<file path="src/rtl/mpd_pkg.sv">
package mpd_pkg;

	// frame type codes
	localparam logic [7:0] TYPE_ECG = 8'h08;
	localparam logic [7:0] TYPE_MIN = 8'h09;
	localparam logic [7:0] TYPE_MAX = 8'h1A;

	// byte masks
	localparam logic [7:0] TOP_BIT = 8'h80;
	localparam logic [7:0] LOW7    = 8'h7F;

	// ECG frame: 7 data bytes, the first 6 form three 16-bit words
	localparam int ECG_LEN   = 7;
	localparam int ECG_WORDS = 6;

	// divide by 3: q = (m * 43691) >> 17, exact for m < 2^17
	localparam int          DIV3_SHIFT = 17;
	localparam logic [16:0] DIV3_RECIP = 17'd43691;

	// receive phase codes
	localparam logic [1:0] PH_TYPE = 2'd0;
	localparam logic [1:0] PH_HEAD = 2'd1;
	localparam logic [1:0] PH_DATA = 2'd2;
	localparam logic [1:0] PH_CHK  = 2'd3;

	typedef logic [7:0] byte_t;

endpackage

</file>
<file path="src/rtl/monitor_packet_deframer.sv">
// Deframer for a patient monitor byte stream. One received byte is taken per
// transfer on the slave side; a byte with bit 7 clear is a type byte and restarts
// framing (type 8 is an ECG frame of 7 data bytes, types 9 to 26 carry one data
// byte). A head byte supplies bit 7 of each data byte, and a closing checksum byte
// validates the frame. A valid ECG frame yields the average of its three signed
// 16-bit words (truncated toward zero); a valid single-value frame yields its data
// byte. Invalid or abandoned frames yield nothing. The block takes one byte every
// cycle while the result register is free or being emptied: a byte passes an input
// register and then the deframing logic, which loads the result register. Both
// sides stall independently; the input keeps flowing while the result register is
// free or being emptied.
module monitor_packet_deframer (
	input  logic        clk,
	input  logic        arst_n,
	input  logic        s_axis_tvalid,
	output logic        s_axis_tready,
	input  logic [7:0]  s_axis_tdata,   // [7:0] rx_byte
	output logic        m_axis_tvalid,
	input  logic        m_axis_tready,
	output logic [15:0] m_axis_tdata,   // [15:0] sample_value (signed)
	output logic [4:0]  m_axis_tuser    // [4:0] frame_type
);
	import mpd_pkg::*;

	// input stage
	logic  in_valid_s1;
	byte_t in_byte_s1;

	// frame state
	logic [1:0] phase_q;
	logic [4:0] kind_q;
	logic [6:0] head_q;
	logic [2:0] idx_q;
	byte_t      data_q [ECG_WORDS];

	// result register
	logic        res_valid_q;
	logic [4:0]  res_type_q;
	logic [15:0] res_value_q;

	logic advance;
	logic work;

	assign advance       = !res_valid_q || m_axis_tready;
	assign s_axis_tready = !in_valid_s1 || advance;
	assign work          = in_valid_s1 && advance;

	// input register
	always_ff @(posedge clk or negedge arst_n) begin
		if (!arst_n) begin
			in_valid_s1 <= 1'b0;
		end else if (s_axis_tready) begin
			in_valid_s1 <= s_axis_tvalid;
		end
	end

	always_ff @(posedge clk) begin
		if (s_axis_tready) begin
			in_byte_s1 <= s_axis_tdata;
		end
	end

	// ECG sum and divide by 3
	logic signed [17:0] sum;
	logic        [16:0] mag;
	logic        [33:0] prod;
	logic        [15:0] quo;
	logic        [15:0] avg;

	always_comb begin
		sum  = 18'(signed'({data_q[0], data_q[1]}))
		     + 18'(signed'({data_q[2], data_q[3]}))
		     + 18'(signed'({data_q[4], data_q[5]}));
		mag  = sum[17] ? 17'(-sum) : sum[16:0];
		prod = mag * DIV3_RECIP;
		quo  = prod[DIV3_SHIFT +: 16];
		avg  = sum[17] ? 16'(-quo) : quo;
	end

	// deframing decisions
	logic       is_type;
	logic       type_ok;
	logic       is_ecg;
	logic [1:0] cur_phase;
	logic [1:0] phase_d;
	logic       emit;
	byte_t      data_byte;

	always_comb begin
		is_type   = (in_byte_s1 & TOP_BIT) == 8'h00;
		type_ok   = (in_byte_s1 == TYPE_ECG)
		         || (in_byte_s1 >= TYPE_MIN && in_byte_s1 <= TYPE_MAX);
		is_ecg    = {3'b000, kind_q} == TYPE_ECG;
		cur_phase = is_type ? PH_TYPE : phase_q;
		data_byte = {head_q[idx_q], in_byte_s1[6:0]};
		phase_d   = cur_phase;
		emit      = 1'b0;
		unique case (cur_phase)
			PH_TYPE: begin
				if (type_ok) begin
					phase_d = PH_HEAD;
				end
			end
			PH_HEAD: begin
				phase_d = PH_DATA;
			end
			PH_DATA: begin
				if (!is_ecg || idx_q == 3'(ECG_LEN - 1)) begin
					phase_d = PH_CHK;
				end
			end
			PH_CHK: begin
				phase_d = PH_TYPE;
				if (is_ecg) begin
					emit = sum[7:0] == (in_byte_s1 & LOW7);
				end else begin
					emit = (data_q[0] | TOP_BIT) == in_byte_s1;
				end
			end
			default: begin
				phase_d = PH_TYPE;
			end
		endcase
	end

	// frame state registers
	always_ff @(posedge clk or negedge arst_n) begin
		if (!arst_n) begin
			phase_q <= PH_TYPE;
			kind_q  <= 5'd0;
			head_q  <= 7'd0;
			idx_q   <= 3'd0;
		end else if (work) begin
			phase_q <= phase_d;
			if (cur_phase == PH_TYPE && type_ok) begin
				kind_q <= in_byte_s1[4:0];
				head_q <= 7'd0;
			end
			if (cur_phase == PH_HEAD) begin
				head_q <= in_byte_s1[6:0];
				idx_q  <= 3'd0;
			end
			if (cur_phase == PH_DATA && is_ecg && idx_q != 3'(ECG_LEN - 1)) begin
				idx_q <= idx_q + 3'd1;
			end
			if (cur_phase == PH_CHK) begin
				idx_q <= 3'd0;
			end
		end
	end

	// data byte store; the seventh ECG byte is never used
	always_ff @(posedge clk) begin
		if (work && cur_phase == PH_DATA) begin
			for (int i = 0; i < ECG_WORDS; i++) begin
				if (idx_q == 3'(i)) begin
					data_q[i] <= data_byte;
				end
			end
		end
	end

	// result register
	always_ff @(posedge clk or negedge arst_n) begin
		if (!arst_n) begin
			res_valid_q <= 1'b0;
		end else if (advance) begin
			res_valid_q <= work && emit;
		end
	end

	always_ff @(posedge clk) begin
		if (work && emit) begin
			res_type_q  <= kind_q;
			res_value_q <= is_ecg ? avg : {8'h00, data_q[0]};
		end
	end

	assign m_axis_tvalid = res_valid_q;
	assign m_axis_tdata  = res_value_q;
	assign m_axis_tuser  = res_type_q;

`ifndef SYNTH
	// a free result slot with no input byte leaves no result
	assert property (@(posedge clk) disable iff (!arst_n)
		(advance && !in_valid_s1) |=> !m_axis_tvalid)
		else $error("result appeared without an input byte");

	// only known frame types are reported
	assert property (@(posedge clk) disable iff (!arst_n)
		m_axis_tvalid |-> (m_axis_tuser == 5'(TYPE_ECG)
			|| (m_axis_tuser >= 5'(TYPE_MIN) && m_axis_tuser <= 5'(TYPE_MAX))))
		else $error("result carries an unknown frame type");

	// data byte counter stays inside the ECG frame
	assert property (@(posedge clk) disable iff (!arst_n)
		idx_q != 3'd7)
		else $error("data byte counter out of range");

	// a new result only follows a checksum byte
	assert property (@(posedge clk) disable iff (!arst_n)
		(work && emit) |-> (phase_q == PH_CHK && !is_type))
		else $error("result emitted outside the checksum phase");
`endif

endmodule
</file>
<file path="config.mk">
export PLATFORM = sky130hd
export DESIGN_NAME = monitor_packet_deframer
export DESIGN_NICKNAME = d
export VERILOG_FILES = /design/src/rtl/mpd_pkg.sv /design/src/rtl/monitor_packet_deframer.sv
export SDC_FILE = /design/constraint.sdc
export NUM_CORES = 1
export LEC_CHECK = 0
export BUFFER_PORTS_ARGS = -buffer_cell sky130_fd_sc_hd__clkbuf_2
export CORE_AREA = 4 4 145 133
export DETAILED_ROUTE_END_ITERATION = 8
export DIE_AREA = 0 0 149 137
export PLACE_DENSITY = 0.83
export SLEW_MARGIN = 20
export SYNTH_ARGS = -nofsm -noshare
export SYNTH_HDL_FRONTEND = slang
export SYNTH_SLANG_ARGS = --single-unit
</file>
<file path="constraint.sdc">
create_clock -name clk -period 12.2 [get_ports clk]
set_clock_uncertainty 0.1 [all_clocks]
set_input_delay 2.44 -clock clk [delete_from_list [all_inputs] [get_ports clk]]
set_output_delay 2.44 -clock clk [all_outputs]
set_load 0.02 [all_outputs]
</file>
==> run summary <==
status = complete, no violations
largest net degree at the start of global routing = 24
Post-synth ARST share = 19.8%
crit start category = flip-flop
cts-stage hold buffer count = 0
Placed Area = 11,800 sq um
vias per cell = 6.01
die width = 149 um
fin area = 12,100 sq um
Tightest Pin Transition = 0.942 ns
fin util = 68.7%
area share of the largest cell type after synthesis = 20.4%
top cells by area, synth = edfxtp_1 20%, ha_1 18%, fa_1 18%
most common cell in the synthesized netlist = inv_1
Reg-to-Reg Start = data_q[5][1]
Total Nets Final = 1,455
P_leak = 5.66 nW
post-synth top area cell = edfxtp_1
fillcell total = 1,332
Ports = 35
total core area = 17,600 sq um
CP Capture Type = flip-flop
Detailed Place HPWL = 22.0 mm
CTS H-tree depth = 3
simple-gate area share of the yosys netlist = 12.0%
Tot GR Track Use = 27.1%
slowest cell delay on critical path = 0.59 ns
WL per Instance = 18.6 um
HP Start = kind_q[3]
Worst path slowest cell = fa_1
global-route wire length before repair = 43.4 mm
worst rel slew slack = 36.7%
post-CTS setup buffer count = 0
GPL Wtd Cong = 0.966
crit path kind = reg2reg
Post-synth top flop = edfxtp_1
Largest delay share family, worst path = adder cells
Worst VDD drop = 0.138 mV
Max-Cap Viols = 0
initial antenna violation count = 0
mux share of post-synthesis cell area = 1.42%
DRT Pass-1 Iters = 5
Arrival @ worst endpoint = 10.68 ns
crit path time final = 10.68 ns
CTS tree = done
layout cells sized above 1 = 9.01%
Starting Density = 64.4%
Clock Path Buffers = 2
largest family of logic cells by synthesized area = adder cells
Post-Synth XOR/XNOR Area = 5.47%
Avg Synthesized Cell Area = 9.86 sq um
cts bufs inserted = 9
post-synthesis sequential area ratio = 24.6%
FMAX = 93.6 MHz
final worst-path cycle share = 87.6%
reg2reg setup slack = 1.52 ns
Post-synth EDFFs = 77
Synth Area in Adders = 35.4%
Worst Hold End = m_axis_tuser[3]
Max Slew Vio Count = 0
RSZ-0062 raised after global routing = false
Synth Instances = 1,151
Root Buffer = clkbuf_16
vias in the first global route = 8,628
synth cell count leaders = 225 x inv_1, 161 x ha_1, 100 x fa_1, 77 x edfxtp_1, 72 x nand2_1
yosys warns = 0
path depth of the worst reg2reg path = 37
DRC = 0
flops & latches, synth = 96
Synth-to-Final Area Change = 6.64%
Die Height = 137 um
Final TNS setup = 0 ns
Inserted Diodes = 0
Compound-Gate Fraction of Synth Area = 13.0%
vias post-DR = 8,577
PD cells = 103 nW/um^2
post-synth cell types = 84
Reg-to-Reg End = m_axis_tdata[6]
DR iter-0 viols = 802
# setup viols final = 0
# resized after CTS = 0
CTS clock-pin slew for the worst setup and hold paths = 0.07 ns
Final Hold Fails = 0
ANT nets after route = 0
hold depth = 0
final WL = 26.6 mm
synthesized area = 11,300 sq um
clock latency on the worst-skew pair = 0.35 ns
Hold/Removal Path Class = reg2reg
Sink Count = 96
die footprint = 20,400 sq um
number of port buffers = 34
worst-path fanout max = 8
Worst EP required = 12.19 ns
Buf+Inv Stages, Crit Path = 6
Row Count = 46
WP depth = 37
total congestion overflow = 0
Syn Nets = 1,424
-- per-layer routing --
layer / vias to the layer above / track usage (%) / share of wire, %
met5: - / 0 / 0
met1: 4181 / 34.8 / 41
met3: 65 / 3.54 / 5.6
met2: 313 / 46.8 / 50
met4: 0 / 10.8 / 3.3
li1: 4018 / - / -
-- final cells by class --
class | instances | area (sq um) | area share, %
multi-input combinational | 811 | 7650 | 63.2
clock buffer | 9 | 225 | 1.86
inverter | 225 | 845 | 6.98
clock inverter | 7 | 83.8 | 0.693
timing repair buffer | 39 | 208 | 1.72
tap | 240 | 300 | 2.48
sequential | 96 | 2790 | 23.0
-- worst reg2reg max path: cells and delay by family, from the launching register on --
| kind | cells | cell delay, ns |
|---|---|---|
| compound gates | 10 | 2.34 |
| buf+inv | 6 | 0.32 |
| fa+ha+maj | 10 | 4.44 |
| flops | 1 | 0.33 |
| mux | 1 | 0.28 |
| xor+xnor | 3 | 1.16 |
| simple gates | 7 | 1.47 |
-- state kept, by name, summed over array words and instances, names as in the netlist --
name and cells:
m_axis_tdata 16, data_q 48, in_byte_s1 8, m_axis_tvalid 1, idx_q 3, m_axis_tuser 5
head_q 7, in_valid_s1 1, kind_q 5, phase_q 2
-- cell families after synthesis --
logic type | count (synthesis)
adders and majority gates | 261
xor gates and xnor gates | 70
DFF | 96
and+or+nand+nor | 255
AOI/OAI and AO/OA | 211
muxes | 14
buffers and inverters | 244
-- how the worst max path moves through the flow --
stage	start	endpoint	slack [ns]
6_report	data_q[5][1]	m_axis_tdata[6]	1.52
5_1_grt	data_q[5][1]	m_axis_tdata[10]	1.08
4_1_cts	data_q[5][1]	m_axis_tdata[6]	1.66
3_5_place_dp	data_q[5][1]	m_axis_tdata[9]	1.74
3_3_place_gp	data_q[5][1]	m_axis_tdata[11]	1.85
2_1_floorplan	data_q[5][1]	m_axis_tdata[11]	2.75
-- power breakdown --
| part | total, mW | leakage, nW | internal (mW) | switching, mW |
|---|---|---|---|---|
| registers | 0.385 | 0.953 | 0.371 | 0.0142 |
| logic | 0.577 | 4.56 | 0.221 | 0.355 |
| clock network | 0.282 | 0.149 | 0.146 | 0.136 |
| total | 1.24 | 5.66 | 0.738 | 0.506 |
-- cell usage in the layout, fill, tap and decap left out, types with 19 or more instances in the layout --
cell type / netlist / layout
a21o_1: 25 / 25
a21oi_1: 52 / 51
clkbuf_2: 0 / 34
dfrtp_1: 19 / 19
edfxtp_1: 77 / 77
fa_1: 100 / 100
ha_1: 161 / 161
inv_1: 225 / 225
nand2_1: 72 / 72
nand4_1: 20 / 20
nor2_1: 37 / 37
nor3_1: 24 / 23
o21ai_0: 42 / 42
xnor2_1: 53 / 53
-- metrics by stage --
stage	hold slack, ns	total power, mW	instances	setup WS [ns]
2_1_floorplan	0.334	0.823	1151	2.75
3_3_place_gp	0.358	0.935	1411	1.85
3_5_place_dp	0.357	0.952	1411	1.74
4_1_cts	0.391	1.24	1427	1.66
5_1_grt	0.419	1.33	1427	1.08
6_report	0.394	1.24	1427	1.52
Note: power is estimated with default switching activity, not from simulation.
